File: src/rtl/mmcs_pkg.sv
`timescale 1ns / 1ps
`default_nettype none
// ----------------------------------------------------------------------------
// mmcs_pkg
// Shared constants and controller/datapath interface types for the min-max
// contrast stretch block.
// ----------------------------------------------------------------------------
package mmcs_pkg;

    // Port width of a pixel on both streams
    localparam int DATA_BITS  = 16;
    // Significant pixel bits (8 to 16); upper port bits are ignored
    localparam int PIXEL_BITS = 16;
    // Full-scale output value
    localparam logic [PIXEL_BITS-1:0] FULL_SCALE = {PIXEL_BITS{1'b1}};
    // Divider step counter width: one quotient bit per step
    localparam int STEP_BITS  = (PIXEL_BITS > 1) ? $clog2(PIXEL_BITS) : 1;
    localparam logic [STEP_BITS-1:0] LAST_STEP = STEP_BITS'(PIXEL_BITS - 1);

    // Commands from controller to datapath
    typedef struct packed {
        logic accept_measure;  // measure pixel taken: update min/max
        logic accept_convert;  // convert pixel taken: capture operands
        logic load_mul;        // form scaled numerator, seed divider
        logic div_step;        // one restoring division step
        logic load_out;        // write result into output register
    } t_dp_cmd;

    // Status from datapath to controller
    typedef struct packed {
        logic bypass;    // flat range or saturated pixel: no division needed
        logic out_free;  // output register can take a new result this cycle
    } t_dp_sts;

endpackage : mmcs_pkg
`default_nettype wire

File: src/rtl/min_max_contrast_stretch.sv
`timescale 1ns / 1ps
`default_nettype none
// ----------------------------------------------------------------------------
// min_max_contrast_stretch
// Two-pass min-max contrast stretch of 16-bit infrared pixels to full scale.
//
//  Channel  Dir  tdata (low bit up)   tuser        tlast
//  s_       in   pixel_in[15:0]       action       end_of_pass
//  m_       out  gray_out[15:0]       flat_frame   last_out
//
// Measure pixels are taken one per cycle while no convert pixel is in
// progress. A convert pixel occupies the block through the scaling, division
// and output states, the restoring divider producing one quotient bit per
// cycle; flat or saturated pixels skip the division. The output register lets
// the next pixel in while a result waits on m_tready. Reset is synchronous
// and active low; there is no clearing pass.
// ----------------------------------------------------------------------------
module min_max_contrast_stretch (
    input  wire logic                           i_clk,
    input  wire logic                           i_rst_n,
    // Fields: pixel_in[15:0]
    input  wire logic [mmcs_pkg::DATA_BITS-1:0] s_tdata,
    // Fields: action
    input  wire logic                           s_tuser,
    input  wire logic                           s_tlast,
    input  wire logic                           s_tvalid,
    output logic                                s_tready,
    // Fields: gray_out[15:0]
    output logic [mmcs_pkg::DATA_BITS-1:0]      m_tdata,
    // Fields: flat_frame
    output logic                                m_tuser,
    output logic                                m_tlast,
    output logic                                m_tvalid,
    input  wire logic                           m_tready
);
    import mmcs_pkg::*;

    t_dp_cmd w_cmd;
    t_dp_sts w_sts;

    // Sequencer
    mmcs_ctrl u_ctrl (
        .i_clk      (i_clk),
        .i_rst_n    (i_rst_n),
        .i_s_tvalid (s_tvalid),
        .i_action   (s_tuser),
        .i_sts      (w_sts),
        .o_s_tready (s_tready),
        .o_cmd      (w_cmd)
    );

    // Tracking, divider and output register
    mmcs_datapath u_datapath (
        .i_clk      (i_clk),
        .i_rst_n    (i_rst_n),
        .i_cmd      (w_cmd),
        .i_pixel    (s_tdata),
        .i_last     (s_tlast),
        .i_m_tready (m_tready),
        .o_sts      (w_sts),
        .o_m_tvalid (m_tvalid),
        .o_gray     (m_tdata),
        .o_flat     (m_tuser),
        .o_last     (m_tlast)
    );

    // A convert transaction blocks input on the next cycle
    a_convert_busy: assert property (@(posedge i_clk) disable iff (!i_rst_n)
        (s_tvalid && s_tready && s_tuser) |=> !s_tready)
        else $error("input taken during a convert");

    // A result is only written into a free output register
    a_load_free: assert property (@(posedge i_clk) disable iff (!i_rst_n)
        w_cmd.load_out |-> w_sts.out_free)
        else $error("output register overwritten");

    // A measure transaction raises no result
    a_measure_silent: assert property (@(posedge i_clk) disable iff (!i_rst_n)
        (s_tvalid && s_tready && !s_tuser && !m_tvalid) |=> !m_tvalid)
        else $error("result raised by a measure pixel");

    // Input is never taken while a result is being loaded
    a_no_overlap: assert property (@(posedge i_clk) disable iff (!i_rst_n)
        w_cmd.load_out |-> !s_tready)
        else $error("input and result load overlap");

endmodule : min_max_contrast_stretch
`default_nettype wire

File: src/rtl/mmcs_ctrl.sv
`timescale 1ns / 1ps
`default_nettype none
// ----------------------------------------------------------------------------
// mmcs_ctrl
// Sequencer for the contrast stretch: takes pixels, steps the datapath
// through scaling and the iterative division, and hands the result over.
// ----------------------------------------------------------------------------
module mmcs_ctrl (
    input  wire logic              i_clk,
    input  wire logic              i_rst_n,
    input  wire logic              i_s_tvalid,
    input  wire logic              i_action,
    input  wire mmcs_pkg::t_dp_sts i_sts,
    output logic                   o_s_tready,
    output mmcs_pkg::t_dp_cmd      o_cmd
);
    import mmcs_pkg::*;

    typedef enum logic [3:0] {
        ST_IDLE = 4'b0001,
        ST_MUL  = 4'b0010,
        ST_DIV  = 4'b0100,
        ST_OUT  = 4'b1000
    } t_state;

    t_state               r_state, n_state;
    logic [STEP_BITS-1:0] r_step,  n_step;
    logic                 w_accept;

    assign o_s_tready = (r_state == ST_IDLE);
    assign w_accept   = i_s_tvalid && o_s_tready;

    // Decode state into datapath commands and next state
    always_comb begin
        o_cmd   = '0;
        n_state = r_state;
        n_step  = r_step;
        unique case (r_state)
            ST_IDLE: begin
                o_cmd.accept_measure = w_accept && !i_action;
                o_cmd.accept_convert = w_accept && i_action;
                if (w_accept && i_action) begin
                    n_state = ST_MUL;
                end
            end
            ST_MUL: begin
                o_cmd.load_mul = 1'b1;
                n_step         = '0;
                n_state        = i_sts.bypass ? ST_OUT : ST_DIV;
            end
            ST_DIV: begin
                o_cmd.div_step = 1'b1;
                n_step         = r_step + 1'b1;
                if (r_step == LAST_STEP) begin
                    n_state = ST_OUT;
                end
            end
            ST_OUT: begin
                // Hold until the output register is free
                if (i_sts.out_free) begin
                    o_cmd.load_out = 1'b1;
                    n_state        = ST_IDLE;
                end
            end
            default: begin
                n_state = ST_IDLE;
            end
        endcase
    end

    // Advance state and step counter
    always_ff @(posedge i_clk) begin
        if (!i_rst_n) begin
            r_state <= ST_IDLE;
            r_step  <= '0;
        end else begin
            r_state <= n_state;
            r_step  <= n_step;
        end
    end

endmodule : mmcs_ctrl
`default_nettype wire

File: src/rtl/mmcs_datapath.sv
`timescale 1ns / 1ps
`default_nettype none
// ----------------------------------------------------------------------------
// mmcs_datapath
// Min/max tracking, operand capture, restoring divider and output register
// for the contrast stretch.
// ----------------------------------------------------------------------------
module mmcs_datapath (
    input  wire logic                         i_clk,
    input  wire logic                         i_rst_n,
    input  wire mmcs_pkg::t_dp_cmd            i_cmd,
    input  wire logic [mmcs_pkg::DATA_BITS-1:0] i_pixel,
    input  wire logic                         i_last,
    input  wire logic                         i_m_tready,
    output mmcs_pkg::t_dp_sts                 o_sts,
    output logic                              o_m_tvalid,
    output logic [mmcs_pkg::DATA_BITS-1:0]    o_gray,
    output logic                              o_flat,
    output logic                              o_last
);
    import mmcs_pkg::*;

    localparam int PB = PIXEL_BITS;

    // Tracking state
    logic [PB-1:0]   r_low,   n_low;
    logic [PB-1:0]   r_high,  n_high;
    logic            r_restart, n_restart;

    // Captured convert operands
    logic [PB-1:0]   r_pix;
    logic [PB-1:0]   r_x;
    logic [PB-1:0]   r_d;
    logic            r_flat, r_lsat, r_hsat, r_last;

    // Divider
    logic [PB-1:0]   r_rem, n_rem;
    logic [PB-1:0]   r_quo, n_quo;
    logic [2*PB-1:0] w_prod;
    logic [PB:0]     w_trial;
    logic [PB:0]     w_diff;

    // Output register
    logic            r_out_valid, n_out_valid;
    logic [PB-1:0]   r_gray, n_gray;
    logic            r_oflat, r_olast;

    logic [PB-1:0]   w_p;

    assign w_p = i_pixel[PB-1:0];

    // Update min/max on measure pixels; a convert pixel or a measure tlast arms a restart
    always_comb begin
        n_low     = r_low;
        n_high    = r_high;
        n_restart = r_restart;
        if (i_cmd.accept_measure) begin
            if (r_restart) begin
                n_low     = w_p;
                n_high    = w_p;
                n_restart = 1'b0;
            end else begin
                if (w_p < r_low) begin
                    n_low = w_p;
                end
                if (w_p > r_high) begin
                    n_high = w_p;
                end
            end
            if (i_last) begin
                n_restart = 1'b1;
            end
        end else if (i_cmd.accept_convert) begin
            n_restart = 1'b1;
        end
    end

    always_ff @(posedge i_clk) begin
        if (!i_rst_n) begin
            r_low     <= FULL_SCALE;
            r_high    <= '0;
            r_restart <= 1'b1;
        end else begin
            r_low     <= n_low;
            r_high    <= n_high;
            r_restart <= n_restart;
        end
    end

    // Capture offset, range and special-case flags of a convert pixel
    always_ff @(posedge i_clk) begin
        if (i_cmd.accept_convert) begin
            r_pix  <= w_p;
            r_x    <= w_p - r_low;
            r_d    <= r_high - r_low;
            r_flat <= (r_high <= r_low);
            r_lsat <= (w_p <= r_low);
            r_hsat <= (w_p >= r_high);
            r_last <= i_last;
        end
    end

    // Numerator x * FULL_SCALE as (x << PB) - x; the upper half seeds the
    // remainder, which stays below the range because x < range
    assign w_prod  = {r_x, {PB{1'b0}}} - {{PB{1'b0}}, r_x};
    assign w_trial = {r_rem, r_quo[PB-1]};
    assign w_diff  = w_trial - {1'b0, r_d};

    // Restoring division, one quotient bit per step
    always_comb begin
        n_rem = r_rem;
        n_quo = r_quo;
        if (i_cmd.load_mul) begin
            n_rem = w_prod[2*PB-1:PB];
            n_quo = w_prod[PB-1:0];
        end else if (i_cmd.div_step) begin
            if (!w_diff[PB]) begin
                n_rem = w_diff[PB-1:0];
                n_quo = {r_quo[PB-2:0], 1'b1};
            end else begin
                n_rem = w_trial[PB-1:0];
                n_quo = {r_quo[PB-2:0], 1'b0};
            end
        end
    end

    always_ff @(posedge i_clk) begin
        r_rem <= n_rem;
        r_quo <= n_quo;
    end

    // Select result: flat passes raw, then saturation, then quotient
    always_comb begin
        priority if (r_flat) begin
            n_gray = r_pix;
        end else if (r_lsat) begin
            n_gray = '0;
        end else if (r_hsat) begin
            n_gray = FULL_SCALE;
        end else begin
            n_gray = r_quo;
        end
    end

    // Hold result until taken
    always_comb begin
        n_out_valid = r_out_valid;
        if (i_cmd.load_out) begin
            n_out_valid = 1'b1;
        end else if (i_m_tready) begin
            n_out_valid = 1'b0;
        end
    end

    always_ff @(posedge i_clk) begin
        if (!i_rst_n) begin
            r_out_valid <= 1'b0;
        end else begin
            r_out_valid <= n_out_valid;
        end
    end

    always_ff @(posedge i_clk) begin
        if (i_cmd.load_out) begin
            r_gray  <= n_gray;
            r_oflat <= r_flat;
            r_olast <= r_last;
        end
    end

    assign o_sts.bypass   = r_flat || r_lsat || r_hsat;
    assign o_sts.out_free = !r_out_valid || i_m_tready;

    assign o_m_tvalid = r_out_valid;
    assign o_gray     = DATA_BITS'(r_gray);
    assign o_flat     = r_oflat;
    assign o_last     = r_olast;

endmodule : mmcs_datapath
`default_nettype wire

File: config.mk
export PLATFORM = sky130hd
export DESIGN_NAME = min_max_contrast_stretch
export DESIGN_NICKNAME = d
export VERILOG_FILES = /design/src/rtl/mmcs_pkg.sv /design/src/rtl/min_max_contrast_stretch.sv /design/src/rtl/mmcs_ctrl.sv /design/src/rtl/mmcs_datapath.sv
export SDC_FILE = /design/constraint.sdc
export NUM_CORES = 1
export LEC_CHECK = 0
export ABC_CLOCK_PERIOD_IN_PS = 3500
export BUFFER_PORTS_ARGS = -buffer_cell sky130_fd_sc_hd__buf_2
export CAP_MARGIN = 20
export CELL_PAD_IN_SITES_DETAIL_PLACEMENT = 0
export CELL_PAD_IN_SITES_GLOBAL_PLACEMENT = 2
export CORE_ASPECT_RATIO = 1.5
export CORE_MARGIN = 5
export CORE_UTILIZATION = 41
export DETAILED_ROUTE_END_ITERATION = 6
export PLACE_DENSITY_LB_ADDON = 0.25
export SLEW_MARGIN = 20
export SYNTH_ARGS = -nofsm -noshare
export SYNTH_HDL_FRONTEND = slang
export SYNTH_SLANG_ARGS = --single-unit
File: constraint.sdc
create_clock -name i_clk -period 3.5 [get_ports i_clk]
set_input_delay 0.7 -clock i_clk [delete_from_list [all_inputs] [get_ports i_clk]]
set_output_delay 0.7 -clock i_clk [all_outputs]
set_load 0.05 [all_outputs]
== Word level (Yosys, flattened, before mapping) ==
Index checks and enable logic that the tools add are counted.

* Multiplexer cells: 29
* Equal/unequal tests: 8
* $lt $le $gt $ge: 5
* Add/sub/neg operators: 5
* Reduce and logical (&&, ||, !) cells: 17

{| class="wikitable"
|+ Operators by type and width
! operator !! count
|-
| $mux 16 || 12
|-
| $le 16x16->1 || 2
|-
| $sub 16x16->16 || 2
|-
| $sub 32x16->32 || 1
|-
| $sub 17x16->17 || 1
|-
| $ge 16x16->1 || 1
|-
| $gt 16x16->1 || 1
|-
| $lt 16x16->1 || 1
|-
| $mux 4 || 4
|-
| $pmux 4 s4 || 1
|-
| $reduce_bool 2->1 || 6
|-
| $mux 1 || 10
|-
| $eq 4x4->1 const B || 2
|-
| $pmux 4 s2 || 1
|-
| $add 4x1->4 const B || 1
|-
| $eq 4x1->1 const B || 1
|-
| $eq 4x2->1 const B || 1
|-
| $eq 4x3->1 const B || 1
|-
| $ne 2x1->1 const B || 2
|-
| $reduce_and 2->1 || 2
|-
| $logic_and 1x1->1 || 3
|-
| $logic_or 1x1->1 || 3
|-
| $reduce_and 3->1 || 1
|-
| $logic_not 1->1 || 2
|-
| other kinds (2) || 2
|}

* Word-level logic and storage cells: 82
* Flip-flop bits (word level): 144
* Output and inout port bits: 20

== Depth between registers and ports, before layout ==
Gate-level depths: netlist (run 1).

* Depth in word-level cells: 6
* Depth in mapped cells: 12
* Mapped depth without buffers: 10

== By module ==
From an unflattened synthesis (run 1), not the netlist that was laid out.

* Cell total of the unflattened synthesis: 881
* Area total of the unflattened synthesis: 8787.2 µm²

{| class="wikitable"
|+ By module, submodules not included
! module !! instances !! seq. area each (µm²) !! cells each !! area an instance (µm²)
|-
| mmcs_datapath || 1 || 3743.6 || 830 || 8364.3
|-
| mmcs_ctrl || 1 || 160.2 || 51 || 422.9
|}

== Least setup slack after synthesis (run 1) ==
Ideal clock, no wire load.

* Path type: reg-to-reg
* From: reg u_ctrl.r_state[3]
* To: reg u_datapath.r_d[0] (enable)
* Period minus slack after synthesis: 2.986 ns
* Path buffers: 0
* Required time: 3.085 ns
* Path slack: 0.514 ns
* Data arrival time: 2.571 ns
* Cell stages (with the launch flop): 3
* Path through: dfxtp_1 -> nor4b_4 -> and3_1

{| class="wikitable"
|+ RTL lines
! what !! line !! source
|-
| from (decl) || mmcs_ctrl.sv:26 || <nowiki>t_state r_state, n_state;</nowiki>
|-
| from (signal assigned) || mmcs_ctrl.sv:77 || <nowiki>r_state <= n_state;</nowiki>
|-
| to (signal assigned) || mmcs_datapath.sv:95 || <nowiki>r_d <= r_high - r_low;</nowiki>
|-
| to (decl) || mmcs_datapath.sv:33 || <nowiki>logic [PB-1:0] r_d;</nowiki>
|}

== Final worst setup path (run 1) ==
* From: reg u_datapath.r_quo[15]
* To: reg u_datapath.r_rem[4] (data pin)

* Cells in the longest elaborated chain, start to end: 4

{| class="wikitable"
|+ RTL lines
! what !! line !! source
|-
| from (decl) || mmcs_datapath.sv:38 || <nowiki>logic [PB-1:0] r_quo, n_quo;</nowiki>
|-
| from (signal assigned) || mmcs_datapath.sv:129 || <nowiki>r_quo <= n_quo;</nowiki>
|-
| $sub 17x16->17 || mmcs_datapath.sv:107 || <nowiki>assign w_diff = w_trial - {1'b0, r_d};</nowiki>
|-
| $mux 16 || mmcs_datapath.sv:117 || <nowiki>if (!w_diff[PB]) begin</nowiki>
|-
| $mux 16 || mmcs_datapath.sv:116 || <nowiki>end else if (i_cmd.div_step) begin</nowiki>
|-
| $mux 16 || mmcs_datapath.sv:113 || <nowiki>if (i_cmd.load_mul) begin</nowiki>
|-
| via u_datapath.n_rem[4] || mmcs_datapath.sv:37 || <nowiki>logic [PB-1:0] r_rem, n_rem;</nowiki>
|-
| to (signal assigned) || mmcs_datapath.sv:128 || <nowiki>r_rem <= n_rem;</nowiki>
|-
| to (decl) || mmcs_datapath.sv:37 ||
|}

The timed path passes the listed nets, and every way through them passes these cells. The select of a mux whose other input is x is not followed.
A chain may end at the register's enable or synchronous reset.

==> results of run 1 <==
## how the worst max path moves through the flow
stage	start	end	slack, ps
floorplan	u_ctrl.r_state[3]$_SDFFE_PN0P_	u_datapath.r_d[0]$_DFFE_PP_	510
global placement	s_tdata[0]	u_datapath.r_low[7]$_SDFFE_PN1P_	380
detailed placement	s_tdata[0]	u_datapath.r_low[7]$_SDFFE_PN1P_	340
CTS	u_datapath.r_quo[15]$_DFFE_PP_	u_datapath.r_rem[4]$_DFFE_PP_	430
global route	u_datapath.r_quo[15]$_DFFE_PP_	u_datapath.r_rem[4]$_DFFE_PP_	300
finish	u_datapath.r_quo[15]$_DFFE_PP_	u_datapath.r_rem[4]$_DFFE_PP_	500
## routing by layer
metal,global-route usage [%],vias up,share of wire [%],routed length (microns)
li1,-,3418,-,-
met1,23.2,3136,45,9970
met2,31.5,73,50,11000
met3,2.54,29,1.8,402
met4,6.77,0,2.7,586
met5,0,-,0,0
## synthesized netlist by cell type, types with 4 or more instances
master | count | share of area [%]
o211ai_1 | 11 | 0.92
nor3_1 | 17 | 0.95
clkbuf_1 | 24 | 1.0
inv_1 | 65 | 2.7
a21oi_1 | 51 | 2.8
nor2b_1 | 18 | 1.3
o31ai_1 | 28 | 2.3
ha_1 | 67 | 9.3
o21ai_0 | 49 | 2.7
a211o_1 | 4 | 0.39
mux2i_1 | 26 | 2.9
nor2_1 | 66 | 2.8
a211oi_1 | 5 | 0.42
or3_1 | 5 | 0.35
o21a_1 | 16 | 1.3
xnor2_1 | 38 | 3.7
xor2_1 | 12 | 1.2
dfxtp_1 | 42 | 9.3
nand4_1 | 8 | 0.56
and3_1 | 7 | 0.49
nand2_1 | 101 | 4.2
o21bai_1 | 8 | 0.67
nand2b_1 | 10 | 0.70
edfxtp_1 | 102 | 34
nor4b_1 | 6 | 0.58
o21ai_1 | 4 | 0.22
and2_1 | 6 | 0.42
a21o_1 | 13 | 1.1
nand3_1 | 33 | 1.8
a311oi_1 | 4 | 0.39
nor3b_1 | 4 | 0.33
nor4_1 | 4 | 0.28
## cell type report
class | count | area (sq um)
Clock buffer | 25 | 522
Tap cell | 272 | 340
Sequential cell | 144 | 3900
Fill cell | 2096 | 11600
Multi-Input combinational cell | 677 | 4690
Inverter | 65 | 244
Timing Repair Buffer | 55 | 323
Clock inverter | 7 | 48.8
## worst max-delay path, cell delays in order (launching register included)
cell,delay (ps)
edfxtp_1,350
inv_1,60
ha_1,220
fa_1,380
nor2b_1,200
o31a_2,210
o211ai_1,160
a21oi_2,290
mux2i_4,300
buf_12,200
a2111oi_0,70
a311o_2,310
## flip-flops by register name (all words and copies together), names as in the netlist, 4 cells and up
register	flops
u_datapath.r_low	16
u_ctrl.r_step	4
u_datapath.r_rem	16
u_datapath.r_high	16
u_datapath.r_pix	16
u_datapath.r_d	16
u_datapath.r_quo	16
u_datapath.r_x	16
u_ctrl.r_state	4
u_datapath.o_gray	16
## cells in the final DEF (no fill, tap or decap), types with 5 or more instances in the layout
master	instances
a21o_1	13
nand3_1	33
o211ai_1	11
xor2_1	12
xnor2_1	38
a21oi_1	51
nor2b_1	17
inv_1	65
and3_1	6
nand2b_1	10
ha_1	67
clkbuf_16	19
o21a_1	16
or3_1	5
o21bai_1	8
buf_4	13
a211oi_1	5
and2_1	6
buf_2	41
nor2_1	66
mux2i_1	26
dfxtp_1	42
nand2_1	101
nor4b_1	5
o31ai_1	27
nand4_1	8
edfxtp_1	102
o21ai_0	49
nor3_1	17
## power by group through the flow
stage                     clock network [mW]  registers, mW  logic [mW]
after global routing                    1.86           2.42        2.30
after CTS                               1.78           2.39        2.08
after global placement                     0           2.43        2.06
final                                   1.74           2.39        2.05
after detailed placement                   0           2.43        2.07
after floorplan                            0           2.40        1.57
## kinds of logic after synthesis
logic type,count (synthesis)
AO/OA/AOI/OAI,223
XOR/XNOR,50
adder cells (fa/ha/maj),70
buffers and inverters,99
flip-flops,144
multiplexers,28
AND/OR/NAND/NOR,306
==> impl_metrics.ini, run 1 <==
[global_route]
grt_overflow = 0
grt_pass1_wl_microns = 35600
grt_max_degree = 45
grt_pass1_vias = 6728
track_usage_pct = 18.3
antenna_found_initial = 0

[worst_hold_path]
hold_path_depth = 0
hold_class = reg2reg
hold-path-endpoint = u_datapath.o_last$_DFFE_PP_
hold_path.startpoint = u_datapath.r_last$_DFFE_PP_

[die]
die_h_microns = 191
fp.dieArea_sq_um = 25100
ioPinCount = 42
fp-row-count = 66
initial_core_util_pct = 41.6
core_sq_um = 21600
die_w_microns = 131

[sta]
setup_slack_ps = 498
hold_ws_ps = 417
tns_ps = 0
fin_skew_ps = 10.4
relSlewSlack_pct = 37.3
tightestPinTransition_ps = 941
fin_crit_ps = 3000
hold_viol_final = 0
finalSetupViolCount = 0
fmax_mhz = 333
report.final.slew_viol_count = 0
rsz0062_at_grt = false
fin_crit_sh_pct = 85.8

[yosys]
ys_ff_latch = 144
synth.area.mux_share_pct = 3.27
synth_fa_ha_area_share_pct = 9.99
ys_async_sr_fraction_pct = 0
yosys.area_share.simple_pct = 17.1
syn_nets = 1012
synth-edff-count = 102
synth_top_family_by_area = simple AND/OR/NAND/NOR gates
synth_compound_area_share_pct = 16.5
netlist_area_sq_um = 8990
ys.flop_type = edfxtp_1
avgSynthCellArea_sq_um = 9.78
synth_seq_area_share_pct = 43.4
yosysWarnings = 0
synthXorXnorAreaFrac_pct = 4.87
ys_types = 72
postSynthCellCount = 920

[route]
dr.pass1.iters = 4
vias = 6656
drt_iter0_drc = 237
wl_per_cell_microns = 17.7
viasPerCell = 5.35
ant_nets = 0
drc = 0
routed_wl_microns = 22000

[clock_tree]
cts_buffer_depth = 2
cts_sinks = 144
clock-root-buffer = clkbuf_16
tritoncts = done
cts_resized = 0
cts_buffers = 17
path_clk_slew_ps = 60
htreeDepth = 4
post-cts-setup-buffer-count = 0
clk_latency_ps = 420
cts_hold_buf = 0

[worst_setup_path]
r2r_start = u_datapath.r_quo[15]$_DFFE_PP_
cp.arrival_ps = 3170
setup.worst_path.class = reg2reg
rr_endpoint = u_datapath.r_rem[4]$_DFFE_PP_
reg2reg_depth = 11
start_kind = flop
reg2reg_slack_ps = 500
cp.required_ps = 3670
crit_fanout = 26
crit_path_end_kind = flop

[power_and_ir_drop]
p_leak_nw = 4.12
cellPowerDensity_nw_per_um2 = 614
swShare_pct = 34.0
p_total_mw = 6.18
clkPwrFrac_pct = 28.2
combPwrFrac_pct = 33.2
netSwitchingPower_mw = 2.10
vdd_drop_max_v = 0.000253
seqPwrFrac_pct = 38.7
internal-power_mw = 4.08

[job]
drv_cap = 0

[finish]
num_antenna_cells = 0
fin_area_sq_um = 10100
final_layout_size_suffix_gt1_share_pct = 11.5
area_growth_pct = 11.9
nets = 1052
utilization_pct = 46.5
instances_no_fill = 1245

[placement]
gp_congestion = 0.811
place_area_sq_um = 9500
port_buffers = 41
dp.final_hpwl_microns = 17200
place_inst = 1213
pre_cts_ws_ps = 341

[run_status]
outcome = finished clean
Power figures use the tool's default switching activity.
==> run 2, diff against run 1 <==
Settings changed: ABC_CLOCK_PERIOD_IN_PS 3500 to default, REMOVE_ABC_BUFFERS from default to 1.
==> run 2 against run 1 <==
  * Sequential share of layout area is 0.40 points lower
  * Sequential cell count did not move
  * Critical endpoint unchanged
  * Cell count up 0.32%
  * Clock power is 15% higher
  * First-iteration DRC count grew 29%
==> impl_metrics.ini, run 2 (synthesis results as in run 1) <==
[sta]
fin_crit_sh_pct = 85.7
tns_ps = 0
fin_skew_ps = 12.3
report.final.slew_viol_count = 0
rsz0062_at_grt = false
tightestPinTransition_ps = 839
fin_crit_ps = 3000
relSlewSlack_pct = 44.0
hold_viol_final = 0
fmax_mhz = 333
finalSetupViolCount = 0

[run_status]
outcome = finished clean

[global_route]
grt_max_degree = 37
use_met2_pct = 32.9
track_usage_pct = 19.0
antenna_found_initial = 0
use_met3_pct = 3.08
grt_pass1_vias = 6977
busiest_layer = met2
grt_pass1_wl_microns = 36700
gr-usage-met1_pct = 23.4
grt_overflow = 0

[finish]
final_layout_size_suffix_gt1_share_pct = 12.2
nets = 1056
final_common_cell = edfxtp_1
instances_no_fill = 1249
area_growth_pct = 13.1
num_antenna_cells = 0
most-common-layout-cells = edfxtp_1 (102), nand2_1 (101), ha_1 (67)

[clock_tree]
clk_latency_ps = 430
tritoncts = done
clock-root-buffer = clkbuf_16
post-cts-setup-buffer-count = 0
cts_buffer_depth = 2
path_clk_slew_ps = 70
htreeDepth = 4
cts_hold_buf = 0
cts_resized = 0
cts_buffers = 17
cts_sinks = 144

[job]
drv_cap = 0

[power_and_ir_drop]
netSwitchingPower_mw = 2.21
internal-power_mw = 4.27
seqPwrFrac_pct = 37.0
p_leak_nw = 4.17
cellPowerDensity_nw_per_um2 = 636
clkPwrFrac_pct = 30.9
vdd_drop_max_v = 0.000302
combPwrFrac_pct = 32.2
swShare_pct = 34.1

[worst_setup_path]
worstPathCellList = inv_1 -> ha_1 -> fa_1 -> nor2b_1 -> o31a_2 -> o211ai_1 -> a21oi_2 -> mux2i_4 -> buf_12 -> a2111oi_0 -> a311o_2
crit_path_end_kind = flop
cp.arrival_ps = 3180
start_kind = flop
cpPeakStageDelay_ps = 390
reg2reg_depth = 11
setup.worst_path.class = reg2reg
reg2reg_slack_ps = 500
crit_fanout = 26
cp.required_ps = 3680
cp_slowest_cell = fa_1

[die]
ioPinCount = 42
core_sq_um = 21600
fp.dieArea_sq_um = 25100
fp-row-count = 66
die_w_microns = 131
initial_core_util_pct = 41.6
die_h_microns = 191

[route]
wl_per_cell_microns = 18.1
routed_wl_microns = 22600
drc = 0
vias = 6725
drt_iter0_drc = 306
dr.pass1.iters = 4
viasPerCell = 5.38
ant_nets = 0

[worst_hold_path]
hold_class = reg2reg
hold_path_depth = 0

[placement]
port_buffers = 41
place_inst = 1217
dp.final_hpwl_microns = 17500
gp_congestion = 0.814
-- run 2: per-layer routing --
metal | vias to the layer above | part of all wire [%]
met1 | 3176 | 44
met4 | 0 | 3.2
li1 | 3445 | -
met3 | 28 | 1.9
met2 | 76 | 50
met5 | - | 0
-- run 2: worst max-delay path: cells and delay by family (launching register included) --
family                   cells  cell delay (ps)
AO/OA/AOI/OAI                5             1020
adder cells (fa/ha/maj)      2              610
buffers and inverters        2              270
flip-flops                   1              360
multiplexers                 1              290
AND/OR/NAND/NOR              1              180
-- run 2: path summary, 6_finish.rpt --
kind,end,start
setup / recovery,u_datapath.r_rem[4]$_DFFE_PP_,u_datapath.r_quo[15]$_DFFE_PP_
hold / removal,u_datapath.o_last$_DFFE_PP_,u_datapath.r_last$_DFFE_PP_
hold reg to reg,u_datapath.o_last$_DFFE_PP_,u_datapath.r_last$_DFFE_PP_
setup reg to reg,u_datapath.r_rem[4]$_DFFE_PP_,u_datapath.r_quo[15]$_DFFE_PP_
-- run 2: layout make-up --
type                            instances  area, sq um
Clock buffer                           17          425
Clock inverter                         15          220
Fill cell                            2120        11500
Inverter                               65          244
Multi-Input combinational cell        677         4690
Sequential cell                       144         3900
Tap cell                              272          340
Timing Repair Buffer                   59          353
-- run 2: stage by stage --
stage                     setup slack, ps  area [sq um]  hold slack [ps]  util (%)  power (mW)
after floorplan                      -710          8800              400         -        3.90
after global placement                373          9530              407      44.0        4.49
after detailed placement              328          9530              422      44.0        4.52
after CTS                             477         10200              437      47.0        6.53
after global routing                  322         10200              444      47.0        6.87
final                                 500         10200              432      47.0        6.47
-- run 2: power by group through the flow --
stage / Clock [mW] / Combinational (mW) / Sequential, mW
final: 2.00 / 2.08 / 2.39
after global routing: 2.12 / 2.33 / 2.43
after CTS: 2.04 / 2.10 / 2.39
after detailed placement: 0 / 2.09 / 2.43
after global placement: 0 / 2.07 / 2.43
after floorplan: 0 / 1.48 / 2.41
==> run 3, diff against run 2 <==
==> constraint.sdc (replaced) <==
create_clock -name i_clk -period 3.5 [get_ports i_clk]
set_input_delay 0 -clock i_clk [delete_from_list [all_inputs] [get_ports i_clk]]
set_output_delay 0 -clock i_clk [all_outputs]
set_load 0.05 [all_outputs]
==> run 3 against run 2 <==
  * Clock-buffer cell count is 5 higher
  * Highest routed layer unchanged
  * Register-to-register slack worse by 100 ps
  * Sequential cell count stayed put
  * Final area is 1.7% higher
  * Die area stayed put
==> impl_metrics.ini, run 3 (synthesis results as in run 1) <==
[worst_setup_path]
worstPathCellList = inv_1 -> ha_1 -> fa_1 -> nor2b_1 -> o31a_2 -> o211ai_1 -> a21oi_2 -> mux2i_4 -> buf_12 -> a2111oi_0 -> a311o_2
reg2reg_slack_ps = 400
cp_slowest_cell = fa_1
start_kind = flop
critPathLaunch = u_datapath.r_quo[15]$_DFFE_PP_
critPathCapture = u_datapath.r_rem[4]$_DFFE_PP_
cp.depth = 11
reg2reg_depth = 11
cp_num_buf_inv = 2
cpLargestDelayFamily = compound AO/OA/AOI/OAI gates
cp.required_ps = 3670
crit_fanout = 23
cp.arrival_ps = 3270
crit_path_end_kind = flop
r2r_start = u_datapath.r_quo[15]$_DFFE_PP_
rr_endpoint = u_datapath.r_rem[4]$_DFFE_PP_
setup.worst_path.class = reg2reg
cpPeakStageDelay_ps = 380

[finish]
instances_no_fill = 1266
fin_area_sq_um = 10300
most-common-layout-cells = edfxtp_1 (102), nand2_1 (101), ha_1 (67)
num_antenna_cells = 0
final_layout_size_suffix_gt1_share_pct = 11.2
final_common_cell = edfxtp_1
area_growth_pct = 15.1
utilization_pct = 47.8
nets = 1073

[placement]
dp.final_hpwl_microns = 17200
port_buffers = 41
pre_cts_ws_ps = 398
place_area_sq_um = 9500
place_inst = 1213
gp_congestion = 0.847

[sta]
relSlewSlack_pct = 44.9
fin_crit_ps = 3100
tightestPinTransition_ps = 815
hold_viol_final = 0
hold_ws_ps = 27.3
fmax_mhz = 322
report.final.slew_viol_count = 0
fin_crit_sh_pct = 88.6
fin_skew_ps = 11.7
rsz0062_at_grt = false
setup_slack_ps = 399
finalSetupViolCount = 0
tns_ps = 0

[die]
initial_core_util_pct = 41.6
fp.dieArea_sq_um = 25100
die_w_microns = 131
core_sq_um = 21600
die_h_microns = 191
ioPinCount = 42
fp-row-count = 66

[run_status]
outcome = finished clean

[power_and_ir_drop]
vdd_drop_max_v = 0.000319
p_total_mw = 6.46
cellPowerDensity_nw_per_um2 = 624
p_leak_nw = 4.23

[route]
wl_per_cell_microns = 17.7
drt_iter0_drc = 315
drc = 0
viasPerCell = 5.34
dr.pass1.iters = 5
vias = 6758
routed_wl_microns = 22400
ant_nets = 0

[clock_tree]
clock-root-buffer = clkbuf_16
cts_buffer_depth = 2
tritoncts = done
cts_resized = 0
cts_hold_buf = 21
htreeDepth = 4
cts_buffers = 17
cts_sinks = 144
post-cts-setup-buffer-count = 0
path_clk_slew_ps = 60
clk_latency_ps = 420

[global_route]
grt_overflow = 0
track_usage_pct = 18.5
grt_pass1_vias = 6741
antenna_found_initial = 0
grt_max_degree = 47
grt_pass1_wl_microns = 36000

[worst_hold_path]
hold_class = in2reg

[job]
drv_cap = 0
==> run 3: cell count changes in the layout (fill, tap and decap cells not counted) <==
| cell | previous run | this run |
|---|---|---|
| bufinv_16 | 4 | 5 |
| clkinv_2 | 0 | 2 |
| clkbuf_8 | 0 | 1 |
| dlygate4sd3_1 | 0 | 21 |
| clkinvlp_4 | 3 | 1 |
| buf_4 | 17 | 13 |
| inv_6 | 4 | 0 |
| clkinv_4 | 1 | 2 |
| inv_8 | 3 | 0 |
| clkbuf_1 | 0 | 4 |
==> run 3: tightest hold or removal path: stages <==
cell and delay, ps:
buf_2 120, nand2_1 70, nand2_1 50, nand2_1 100, a311oi_1 60
==> run 3: how the worst min path moves through the flow <==
| stage | end | slack (ps) | depth (start not counted) | startpoint |
|---|---|---|---|---|
| 2_1_floorplan | u_datapath.r_low[10]$_SDFFE_PN1P_ | 60 | 1 | i_rst_n |
| 3_3_place_gp | u_datapath.r_last$_DFFE_PP_ | 200 | 1 | s_tlast |
| 3_5_place_dp | u_datapath.r_last$_DFFE_PP_ | 200 | 1 | s_tlast |
| 4_1_cts | u_ctrl.r_state[3]$_SDFFE_PN0P_ | 20 | 5 | s_tvalid |
| 5_1_grt | u_ctrl.r_state[3]$_SDFFE_PN0P_ | 60 | 5 | s_tvalid |
| 6_report | u_ctrl.r_state[3]$_SDFFE_PN0P_ | 30 | 5 | s_tvalid |
==> run 3: final cells by class <==
cell class              instances  area [sq um]
repair buffers                 76           533
clock buffers                  22           454
fillers                      2091         11300
flip-flops and latches        144          3900
clock inverters                10           185
multi-input cells             677          4690
inverters                      65           244
well taps                     272           340
==> run 3: where the power goes <==
| part | switching, mW | internal (mW) |
|---|---|---|
| combinational | 1.23 | 0.856 |
| sequential | 0.184 | 2.20 |
| clock | 0.704 | 1.28 |
==> run 3: per-layer routing <==
layer / vias to the layer above / GRT usage (%) / wire length (microns)
met3: 34 / 2.29 / 469
li1: 3464 / - / -
met4: 0 / 8.04 / 805
met2: 103 / 31.6 / 11100
met5: - / 0 / 0
met1: 3157 / 23.3 / 10000
